`config.mk`:
```
export PLATFORM = sky130hd
export DESIGN_NAME = tfds_iter
export DESIGN_NICKNAME = d
export VERILOG_FILES = /design/src/rtl/tfds_pkg.sv /design/src/rtl/tfds_iter.sv
export SDC_FILE = /design/constraint.sdc
export NUM_CORES = 1
export LEC_CHECK = 0
export CAP_MARGIN = 20
export CORE_ASPECT_RATIO = 0.75
export CORE_UTILIZATION = 34
export DETAILED_ROUTE_END_ITERATION = 7
export DONT_BUFFER_PORTS = 1
export PLACE_DENSITY = 0.46
export SYNTH_ARGS = -nofsm -noshare
export SYNTH_HDL_FRONTEND = slang
export SYNTH_SLANG_ARGS = --single-unit
```
`constraint.sdc`:
```
create_clock -name i_clk -period 14.1 [get_ports i_clk]
set_input_delay 2.115 -clock i_clk [delete_from_list [all_inputs] [get_ports i_clk]]
set_output_delay 2.115 -clock i_clk [all_outputs]
set_load 0.005 [all_outputs]
```
`src/rtl/tfds_pkg.sv`:
```
// Shared constants, types and widths for the transmit sample FIFO and DAC scaler.
`default_nettype none
package tfds_pkg;

    localparam int FIFO_DEPTH = 16384;
    localparam int MAX_BLOCK  = 8192;

    localparam int AW         = (FIFO_DEPTH > 1) ? $clog2(FIFO_DEPTH) : 1;
    localparam int CNT_W      = $clog2(FIFO_DEPTH + 1);
    localparam int SLOT_W     = $clog2(MAX_BLOCK + 1);

    localparam int SAMPLE_W   = 24;
    localparam int GAIN_W     = 12;
    localparam int DAC_W      = 16;
    localparam int PCT_W      = 7;
    localparam int FRAC_W     = 20;
    localparam int PROD_W     = SAMPLE_W + GAIN_W + 1;
    localparam int SQ_W       = 2 * DAC_W;
    localparam int SUM_W      = 2 * (DAC_W - 1) + SLOT_W;

    localparam int SQRT_IN_W  = 2 * DAC_W;
    localparam int SQRT_STEPS = SQRT_IN_W / 2;
    localparam int DIV_STEPS  = SUM_W;
    localparam int STEP_W     = $clog2(SUM_W);
    localparam int REM_W      = (SLOT_W + 1 > DAC_W + 4) ? SLOT_W + 1 : DAC_W + 4;

    localparam logic [GAIN_W-1:0] GAIN_RESET = GAIN_W'(1400);

    typedef enum logic {
        CMD_PUSH = 1'b0,
        CMD_PULL = 1'b1
    } t_cmd;

    typedef enum logic {
        M_DIV,
        M_SQRT
    } t_iter_mode;

    typedef struct packed {
        logic       start;
        t_iter_mode mode;
    } t_iter_req;

    typedef struct packed {
        logic push;
        logic pop;
    } t_fifo_req;

endpackage
`default_nettype wire

```
`src/rtl/tfds_iter.sv`:
```
// Shared shift-subtract unit: restoring divide or digit-by-digit square root, one step a cycle.
`default_nettype none
module tfds_iter
    import tfds_pkg::*;
(
    input  wire logic              i_clk,
    input  wire logic              i_rst_n,
    input  wire t_iter_req         i_req,
    input  wire logic [SUM_W-1:0]  i_operand,
    input  wire logic [SLOT_W-1:0] i_divisor,
    output logic                   o_done,
    output logic      [SUM_W-1:0]  o_result
);

    t_iter_mode          r_mode;
    logic                r_busy;
    logic                r_done;
    logic [STEP_W-1:0]   r_cnt;
    logic [SUM_W-1:0]    r_opd;
    logic [SUM_W-1:0]    r_q;
    logic [REM_W-1:0]    r_rem;
    logic [SLOT_W-1:0]   r_div;

    logic [REM_W-1:0]    w_shift;
    logic [REM_W-1:0]    w_trial;
    logic [REM_W:0]      w_diff;
    logic                w_ge;

    always_comb begin
        if (r_mode == M_SQRT) begin
            w_shift = {r_rem[REM_W-3:0], r_opd[SUM_W-1 -: 2]};
            w_trial = REM_W'({r_q[DAC_W-1:0], 2'b01});
        end else begin
            w_shift = {r_rem[REM_W-2:0], r_opd[SUM_W-1]};
            w_trial = REM_W'(r_div);
        end
        w_diff = {1'b0, w_shift} - {1'b0, w_trial};
        w_ge   = !w_diff[REM_W];
    end

    assign o_done   = r_done;
    assign o_result = r_q;

    always_ff @(posedge i_clk) begin
        if (!i_rst_n) begin
            r_busy <= 1'b0;
            r_done <= 1'b0;
            r_mode <= M_DIV;
            r_cnt  <= '0;
        end else begin
            r_done <= 1'b0;
            if (i_req.start) begin
                r_busy <= 1'b1;
                r_mode <= i_req.mode;
                r_rem  <= '0;
                r_q    <= '0;
                r_div  <= i_divisor;
                if (i_req.mode == M_SQRT) begin
                    r_opd <= {i_operand[SQRT_IN_W-1:0], (SUM_W - SQRT_IN_W)'(0)};
                    r_cnt <= STEP_W'(SQRT_STEPS - 1);
                end else begin
                    r_opd <= i_operand;
                    r_cnt <= STEP_W'(DIV_STEPS - 1);
                end
            end else if (r_busy) begin
                r_rem <= w_ge ? w_diff[REM_W-1:0] : w_shift;
                r_q   <= {r_q[SUM_W-2:0], w_ge};
                r_opd <= (r_mode == M_SQRT) ? {r_opd[SUM_W-3:0], 2'b00}
                                            : {r_opd[SUM_W-2:0], 1'b0};
                r_cnt <= r_cnt - STEP_W'(1);
                if (r_cnt == '0) begin
                    r_busy <= 1'b0;
                    r_done <= 1'b1;
                end
            end
        end
    end

endmodule
`default_nettype wire

```
## After elaboration in Yosys (flattened, before gate mapping)

Cells that the tools add are included.

- Output and inout bits: 45
- Logic and storage cells: 34
- Flip-flop bits (word level): 130
- Input bits: 62

- Bitwise operators: 2
- Add/subtract/negate cells: 2
- Multiplexer cells: 16
- Reductions and logical operators: 6

Operators with widths:

| kind | count |
|---|---|
| $mux W44 | 5 |
| $mux W19 | 2 |
| $sub A20 B18 Y21 | 1 |
| $mux W20 | 1 |
| $mux W18 | 1 |
| $mux W6 | 3 |
| $logic_not A6 Y1 | 1 |
| $sub A6 B1 Y6 const B | 1 |
| $mux W1 | 4 |
| $reduce_and A2 Y1 | 2 |
| $reduce_or A3 Y1 | 1 |
| $not A1 Y1 | 2 |
| $reduce_bool A2 Y1 | 1 |
| $logic_not A1 Y1 | 1 |

## Longest topological paths before layout

Gate-level depths: netlist (run 1).

- Depth in word-level cells: 4
- Depth in mapped cells: 14
- Mapped depth without buffers: 10

## Worst setup path after synthesis (run 1)

OpenSTA, ideal clock, no wires.

- Path type: input-to-reg
- Start: input i_req[1] (netlist name)
- End: register r_q[0] (netlist: o_result[0]), enable pin
- Stages: 3
- Buffers on the path: 1
- Setup slack: 5838 ps
- Arrival time: 7652 ps
- Setup time: 610 ps
- Required time: 13490 ps
- Cells stage by stage: clkbuf_1 -> inv_1 -> a21oi_1

- Word-level cells in the longest chain between the ends: 2

RTL lines:

| element | line | text |
|---|---|---|
| start: declaration | tfds_iter.sv:8 | `input wire t_iter_req i_req,` |
| $reduce_bool A2 Y1 (no line) | n/a |  |
| $reduce_and A2 Y1 (no line) | n/a |  |
| end signal: assignment | tfds_iter.sv:67 | `r_q <= {r_q[SUM_W-2:0], w_ge};` |
| end: declaration | tfds_iter.sv:20 | `logic [SUM_W-1:0] r_q;` |

Every way passes these cells.
A chain may end at the register's enable or synchronous reset.

## Worst setup path in the final report (run 1)

- Start: register r_mode
- End: register r_rem[10], data pin

- Word-level cells in the longest chain between the ends: 4
- Elaborated cells between the ends (all ways): 5
- Classes of those cells: add/sub: 1; mux: 4

RTL lines:

| element | line | text |
|---|---|---|
| start: declaration | tfds_iter.sv:15 | `t_iter_mode r_mode;` |
| start signal: assignment | tfds_iter.sv:54 | `r_mode <= i_req.mode;` |
| $mux W20 or $mux W18 (tied branches) | tfds_iter.sv:30 | `if (r_mode == M_SQRT) begin` |
| $sub A20 B18 Y21 | tfds_iter.sv:37 | `w_diff = {1'b0, w_shift} - {1'b0, w_trial};` |
| $mux W19 (*) | tfds_iter.sv:66 | `r_rem <= w_ge ? w_diff[REM_W-1:0] : w_shift;` |
| $mux W19 (*) | tfds_iter.sv:65 | `end else if (r_busy) begin` |
| end signal: assignment | tfds_iter.sv:66 |  |
| end: declaration | tfds_iter.sv:21 | `logic [REM_W-1:0] r_rem;` |

Every way passes the cells marked *; elsewhere a longest branch is shown, timed or not. The select of a mux whose other input is x is not followed.

==> parameters.txt, run 1 <==
Parameter                              Value

STA
  Final min period ... 3.98 ns
  Number of hold-slack violations in the final timing report ... 0
  F_max ... 0.252 GHz
  Final setup vio count ... 0
  Worst setup skew after layout ... 0.00867 ns
  Least-Margin Pin Slew ... 0.721 ns
  Sum Neg Setup Slack ... 0 ns
  Max transition margin ... 0.519
  Final period util ... 0.282
  Slew Limit Fails ... 0
  RSZ-0062 raised after global routing ... false

Layout
  Most common cell after layout, fill and taps aside ... sky130_fd_sc_hd__edfxtp_1
  Area taken by multi-input logic gates ... 0.00299 mm²
  Storage element area ... 0.00381 mm²
  Total of fill cells in the finished design ... 1913
  ANT cells ... 0
  Synthesis-to-finish area growth ... 12.7%
  Most frequent cells in the layout ... sky130_fd_sc_hd__edfxtp_1 (121), sky130_fd_sc_hd__nor2b_1 (49), sky130_fd_sc_hd__a21oi_1 (33)
  Final layout net count ... 652
  Fraction of layout cells with a size suffix above 1 ... 0.119

Logic synthesis
  Yosys warning total ... 0
  Count of unique library cells instantiated by Yosys ... 56
  Dominant cells by area after synthesis ... sky130_fd_sc_hd__edfxtp_1 (52%), sky130_fd_sc_hd__nor2b_1 (4.5%), sky130_fd_sc_hd__mux2i_1 (4.4%)
  Synth Net Count ... 663
  Share of Yosys cell area claimed by the top area cell type ... 0.519
  Sequential fraction of the synthesis area ... 0.545
  Number of enable flip-flop cells after synthesis ... 121
  Synthesized area per cell ... 12.1 µm²
  Syn Inst Count ... 580
  Post-synth top area cell ... sky130_fd_sc_hd__edfxtp_1
  Number of flip-flops and latches in the synthesized netlist ... 130
  Fraction of registers with async set or reset after synthesis ... 0
  Dominant synthesized flop cell ... sky130_fd_sc_hd__edfxtp_1
  Syn Std Cell Area ... 0.00700 mm²

Route
  Iter 0 DRT Violations ... 436
  DR WL/cell ... 21.6 µm
  DRC violations left ... 0
  Via density per instance ... 5.81
  Final routed wirelength across all metal layers ... 18100 µm
  Post-detailed-route count of antenna-violating nets ... 0
  First-pass iteration count of the detailed router ... 5
  Via total after detailed routing ... 4878

Critical path
  Highest fanout seen on the critical path ... 36
  Worst Setup End Kind ... flop
  Required time of the critical path ... 14.35 ns
  Slowest-stage cell, CP ... sky130_fd_sc_hd__dfxtp_2
  Cell Chain, Critical Path ... buf_4, mux2_2, ha_1, nand4_1, a211oi_4, o21ai_0, o22ai_1
  Arrival time of data at the critical path endpoint ... 4.23 ns
  CP startpoint kind ... flop
  CP max stage delay ... 0.73 ns
  Crit path kind ... reg -> reg

Floorplanning
  Initial Utilization ... 0.346
  Area enclosed by the die boundary ... 0.0212 mm²
  Number of ports placed on the die boundary ... 107
  Cell row count ... 45
  Die outline width ... 168 µm
  Die height ... 126 µm
  Core outline area ... 0.0202 mm²

Clocking
  Worst-Skew Late Latency ... 0.42 ns
  CTS clk-pin slew, worst paths ... 0.06 ns
  CTS Root Buffer Type ... sky130_fd_sc_hd__clkbuf_16
  Clock sink total ... 130
  CTS tree ... built
  Largest buffer count on any clock path ... 2
  Setup fix buffers added after clock tree synthesis ... 0
  CTS Buf Count ... 17
  Number of gates given a new drive strength after cts ... 0
  Hold-fix buffer count after cts ... 0
  Number of H-tree levels ... 4

GRT
  Total congestion overflow ... 0
  Global-route wire length before repair ... 28100 µm
  GRT Overall Usage ... 0.173
  Via count of the first global-routing pass ... 4684
  Initial antenna violation count ... 0
  Largest net degree at the start of global routing ... 85

Worst hold path
  Path class of the lowest-slack min-delay path ... reg -> reg

Power
  Power after layout ... 1.18 mW
  Seq pwr share ... 0.412
  Worst supply voltage drop on vdd ... 0.0000806 V
  Internal power ... 0.844 mW
  Sw Ratio ... 0.285
  Combinational group share of total power ... 0.192
  Switching power ... 0.336 mW
  Clock network fraction of total power ... 0.396
  Ratio of total power to cell area ... 150 mW/mm²
  Static leakage ... 2.74 nW

Outcome
  Status ... finished clean

Placed design
  Placer's final routability congestion estimate ... 0.875
  Estimated wirelength of the detail-placed design ... 12300 µm
  Buffers on Ports ... 0

Run
  Number of maximum-capacitance constraint violations ... 0
## state kept, by name, indices dropped and copies added (netlist names)
register  count
r_rem        19
o_result     44
r_mode        1
o_done        1
r_busy        1
r_cnt         6
r_div        14
r_opd        44
## final timing paths
path | to | cells after the start | startpoint | slack [ns]
worst max-delay path | r_rem[10]$_SDFFCE_PP0P_ | 7 | r_mode$_SDFFE_PN0P_ | 10.12
worst min-delay path | r_cnt[4]$_SDFFE_PN0N_ | 2 | r_cnt[4]$_SDFFE_PN0N_ | 0.58
worst max register to register | r_rem[10]$_SDFFCE_PP0P_ | 7 | r_mode$_SDFFE_PN0P_ | 10.12
worst min register to register | r_cnt[4]$_SDFFE_PN0N_ | 2 | r_cnt[4]$_SDFFE_PN0N_ | 0.58
## cells in the mapped netlist, types with 2 or more instances
cell	number
sky130_fd_sc_hd__a2111oi_0	3
sky130_fd_sc_hd__a211o_1	3
sky130_fd_sc_hd__a211oi_1	14
sky130_fd_sc_hd__a21o_1	5
sky130_fd_sc_hd__a21oi_1	34
sky130_fd_sc_hd__a221o_1	28
sky130_fd_sc_hd__a22o_1	29
sky130_fd_sc_hd__and2_1	4
sky130_fd_sc_hd__and3_1	4
sky130_fd_sc_hd__and4_1	2
sky130_fd_sc_hd__buf_1	6
sky130_fd_sc_hd__buf_2	6
sky130_fd_sc_hd__clkbuf_1	23
sky130_fd_sc_hd__clkbuf_2	2
sky130_fd_sc_hd__dfxtp_1	9
sky130_fd_sc_hd__edfxtp_1	121
sky130_fd_sc_hd__ha_1	20
sky130_fd_sc_hd__inv_1	12
sky130_fd_sc_hd__mux2_2	17
sky130_fd_sc_hd__mux2i_1	31
sky130_fd_sc_hd__nand2_1	32
sky130_fd_sc_hd__nand3_1	10
sky130_fd_sc_hd__nand4_1	3
sky130_fd_sc_hd__nor2_1	11
sky130_fd_sc_hd__nor2b_1	50
sky130_fd_sc_hd__nor3_1	10
sky130_fd_sc_hd__nor4_1	4
sky130_fd_sc_hd__o2111ai_1	3
sky130_fd_sc_hd__o211a_1	2
sky130_fd_sc_hd__o211ai_1	8
sky130_fd_sc_hd__o21a_1	7
sky130_fd_sc_hd__o21ai_0	23
sky130_fd_sc_hd__o21bai_1	3
sky130_fd_sc_hd__o22ai_1	5
sky130_fd_sc_hd__or2_2	3
sky130_fd_sc_hd__or3_1	2
sky130_fd_sc_hd__xnor2_1	7
sky130_fd_sc_hd__xor2_1	6
## power by group through the flow
stage,registers (mW),clock network (mW),logic (mW)
4_1_cts,0.487,0.478,0.225
3_3_place_gp,0.494,0,0.221
5_1_grt,0.491,0.491,0.250
2_1_floorplan,0.487,0,0.181
6_report,0.486,0.467,0.226
3_5_place_dp,0.494,0,0.223
## per-layer routing
metal  up-vias  global-route usage  wire length [µm]
met5         -                   0                 0
met3        15              0.0509              1350
met1      2412               0.264              9160
met2       199               0.232              7390
met4         0              0.0523               227
li1       2252                   -                 -
## per-stage QoR
step / setup WS (ns) / instances / cell area (µm²) / util / hold slack, ns
floorplan: 5.84 / 580 / 7000 / - / 0.503
global placement: 9.76 / 806 / 7230 / 0.358 / 0.552
detailed placement: 9.68 / 808 / 7270 / 0.360 / 0.562
CTS: 10.11 / 840 / 7890 / 0.390 / 0.584
global route: 9.79 / 840 / 7890 / 0.390 / 0.601
finish: 10.12 / 840 / 7890 / 0.390 / 0.580
## final cells by class
cell class              count  area share
clock buffers              17      0.0539
clock inverters            15      0.0246
inverters                  12     0.00571
multi-input cells         399       0.379
flip-flops and latches    130       0.484
well taps                 258      0.0409
repair buffers              9      0.0121
## worst max-delay path: cells and delay by family (launching register included)
kind / cells / cell delay (ns)
compound gates: 3 / 1.30
fa+ha+maj: 1 / 0.44
buf+inv: 1 / 0.56
flops: 1 / 0.73
mux: 1 / 0.44
simple gates: 1 / 0.32
## cells by family (layout without fill, tap and decap cells)
group,count (synthesis),count (layout),share of synthesized area
mux,48,48,0.0717
buf+inv,51,53,0.0304
flops,130,130,0.545
compound gates,177,177,0.189
simple gates,140,140,0.109
fa+ha+maj,21,21,0.0386
xor+xnor,13,13,0.0163
No activity file was read; power rests on OpenSTA's default activity.
==> run 2: changes to the inputs <==
Settings changed: PLACE_DENSITY 0.46 to 0.48.
Clock period 14.1 ns to 3.5 ns, I/O delays scaled along.
==> run 2 against run 1 <==
  * Combinational power grew to 4.4 times the previous value
  * Worst setup slack worse by 9.9 ns
  * Fmax rose by 20%
  * Global-route usage grew 0.41 points
  * Count of clock-buffer cells in the layout is the same
  * Die area did not move
  * Hold slack got worse by 0.40 ns
  * Clock power rose to 4.1 times the previous value
  * Final cell count up 2.9%
  * Sequential cell count is the same
  * Critical endpoint unchanged
  * Largest power group unchanged
==> parameters.txt, run 2 (synthesized netlist as in run 1, its figures left out) <==
Parameter                              Value

Layout
  ANT cells ... 0 (unchanged)
  Most frequent cells in the layout ... sky130_fd_sc_hd__edfxtp_1 (121), sky130_fd_sc_hd__nor2b_1 (49), sky130_fd_sc_hd__a21oi_1 (33)
  Final layout net count ... 676 (+3.7%)
  Synthesis-to-finish area growth ... 15.4%
  Fraction of layout cells with a size suffix above 1 ... 0.155 (+0.0366)
  Most common cell after layout, fill and taps aside ... sky130_fd_sc_hd__edfxtp_1
  Final standard cell utilization of the core ... 0.400 (+0.00947)

Placed design
  Placer's final routability congestion estimate ... 0.854 (-2.5%)
  Buffers on Ports ... 0 (unchanged)
  Post-place setup slack ... 0.00430 ns (-9.67 ns)
  Estimated wirelength of the detail-placed design ... 12600 µm (+3.2%)

Floorplanning
  Cell row count ... 45 (unchanged)
  Area enclosed by the die boundary ... 0.0212 mm² (unchanged)
  Die outline width ... 168 µm (unchanged)
  Die height ... 126 µm (unchanged)
  Number of ports placed on the die boundary ... 107 (unchanged)
  Core outline area ... 0.0202 mm² (unchanged)
  Initial Utilization ... 0.346 (unchanged)

Worst hold path
  Path class of the lowest-slack min-delay path ... in -> reg

STA
  Slew Limit Fails ... 0 (unchanged)
  Sum Neg Setup Slack ... 0 ns (unchanged)
  Least-Margin Pin Slew ... 0.607 ns (-0.114 ns)
  Worst setup skew after layout ... 0.00990 ns (+0.00123 ns)
  Max transition margin ... 0.595 (+0.0755)
  Final period util ... 0.944 (+0.662)
  Number of hold-slack violations in the final timing report ... 0 (unchanged)
  Final WS setup ... 0.195 ns (-9.93 ns)
  Final setup vio count ... 0 (unchanged)
  F_max ... 0.303 GHz (+20%)
  Final min period ... 3.31 ns (-0.670 ns)
  RSZ-0062 raised after global routing ... false
  Worst Hold Slack ... 0.181 ns (-0.399 ns)

Clocking
  Number of H-tree levels ... 4 (unchanged)
  Largest buffer count on any clock path ... 2 (unchanged)
  CTS Buf Count ... 17 (unchanged)
  CTS Root Buffer Type ... sky130_fd_sc_hd__clkbuf_16
  Worst-Skew Late Latency ... 0.42 ns (about the same)
  Hold-fix buffer count after cts ... 0 (unchanged)
  Clock sink total ... 130 (unchanged)
  CTS clk-pin slew, worst paths ... 0.06 ns (about the same)
  CTS tree ... built

Power
  Worst supply voltage drop on vdd ... 0.000340 V (+320%)
  Power after layout ... 4.85 mW (+310%)
  Ratio of total power to cell area ... 601 mW/mm² (+300%)
  Static leakage ... 2.86 nW (+4.3%)

GRT
  Initial antenna violation count ... 0 (unchanged)
  Total congestion overflow ... 0 (unchanged)
  Global-route wire length before repair ... 28500 µm (+1.4%)
  Largest net degree at the start of global routing ... 94 (+11%)
  Via count of the first global-routing pass ... 4815 (+2.8%)
  GRT Overall Usage ... 0.177 (+0.00411)

Critical path
  Crit path kind ... reg -> reg
  Arrival time of data at the critical path endpoint ... 3.48 ns (-0.75 ns)
  Worst Setup End Kind ... flop
  Required time of the critical path ... 3.67 ns (-10.68 ns)
  Highest fanout seen on the critical path ... 16 (-56%)
  CP startpoint kind ... flop

Route
  Top layer used by detailed routing ... met4
  DR WL/cell ... 21.2 µm (-1.9%)
  Post-detailed-route count of antenna-violating nets ... 0 (unchanged)
  DRC violations left ... 0 (unchanged)
  First-pass iteration count of the detailed router ... 5 (unchanged)
  Routed length on met3 ... 1220 µm (-9.8%)
  Final routed wirelength across all metal layers ... 18300 µm (+0.91%)
  Iter 0 DRT Violations ... 371 (-15%)
  Via density per instance ... 5.65 (-2.7%)
  Met2 wirelength from detailed routing ... 7820 µm (+5.7%)
  Detailed-routing wirelength on met1 ... 9070 µm (-1.0%)
  Via total after detailed routing ... 4883 (+0.10%)

Outcome
  Status ... finished clean

Run
  Number of maximum-capacitance constraint violations ... 0 (unchanged)
[run 2: path summary, 6_finish.rpt]
| path | start | to | slack (ns) | depth (start not counted) |
|---|---|---|---|---|
| worst min register to register | r_cnt[4]$_SDFFE_PN0N_ | r_cnt[4]$_SDFFE_PN0N_ | 0.57 | 2 |
| worst max-delay path | r_mode$_SDFFE_PN0P_ | r_rem[10]$_SDFFCE_PP0P_ | 0.19 | 11 |
| worst max register to register | r_mode$_SDFFE_PN0P_ | r_rem[10]$_SDFFCE_PP0P_ | 0.19 | 11 |
| worst min-delay path | i_req[1] | r_cnt[4]$_SDFFE_PN0N_ | 0.18 | 1 |
[run 2: final cells by class]
class                           instances  area, µm²
Inverter                               12       45.0
Clock buffer                           17        425
Sequential cell                       130       3820
Tap cell                              258        323
Clock inverter                         15        198
Multi-Input combinational cell        399       2990
Timing Repair Buffer                   33        280
Fill cell                            1913      12100
[run 2: critical path: stages (launching register included)]
cell                      delay [ns]
sky130_fd_sc_hd__dfxtp_4        0.49
sky130_fd_sc_hd__mux2i_1        0.35
sky130_fd_sc_hd__ha_1           0.22
sky130_fd_sc_hd__inv_1          0.06
sky130_fd_sc_hd__fa_1           0.43
sky130_fd_sc_hd__a211o_1        0.32
sky130_fd_sc_hd__a21oi_1        0.29
sky130_fd_sc_hd__buf_4          0.20
sky130_fd_sc_hd__a21oi_1        0.09
sky130_fd_sc_hd__a31oi_1        0.29
sky130_fd_sc_hd__xor2_1         0.22
sky130_fd_sc_hd__o22ai_1        0.10
[run 2: timing repair]
item / CTS / global route
buffers inserted: 4 / 0
setup endpoints to repair: 2 / 13
pin swaps: 1 / 0
gates resized for setup: 0 / 1
[run 2: stage by stage]
step / cell area [µm²] / std cells
floorplan: 7010 / 580
global placement: 7400 / 827
detailed placement: 7400 / 827
CTS: 8050 / 863
global route: 8080 / 864
finish: 8080 / 864
[run 2: power by group]
part | switching [mW] | total, mW | internal [mW]
clock | 0.755 | 1.90 | 1.14
combinational | 0.562 | 1.00 | 0.438
sequential | 0.0847 | 1.96 | 1.87
total | 1.40 | 4.85 | 3.45
[run 2: per-layer routing]
layer / up-vias / track usage
li1: 2311 / -
met1: 2399 / 0.259
met2: 156 / 0.247
met3: 17 / 0.0553
met4: 0 / 0.0545
met5: - / 0
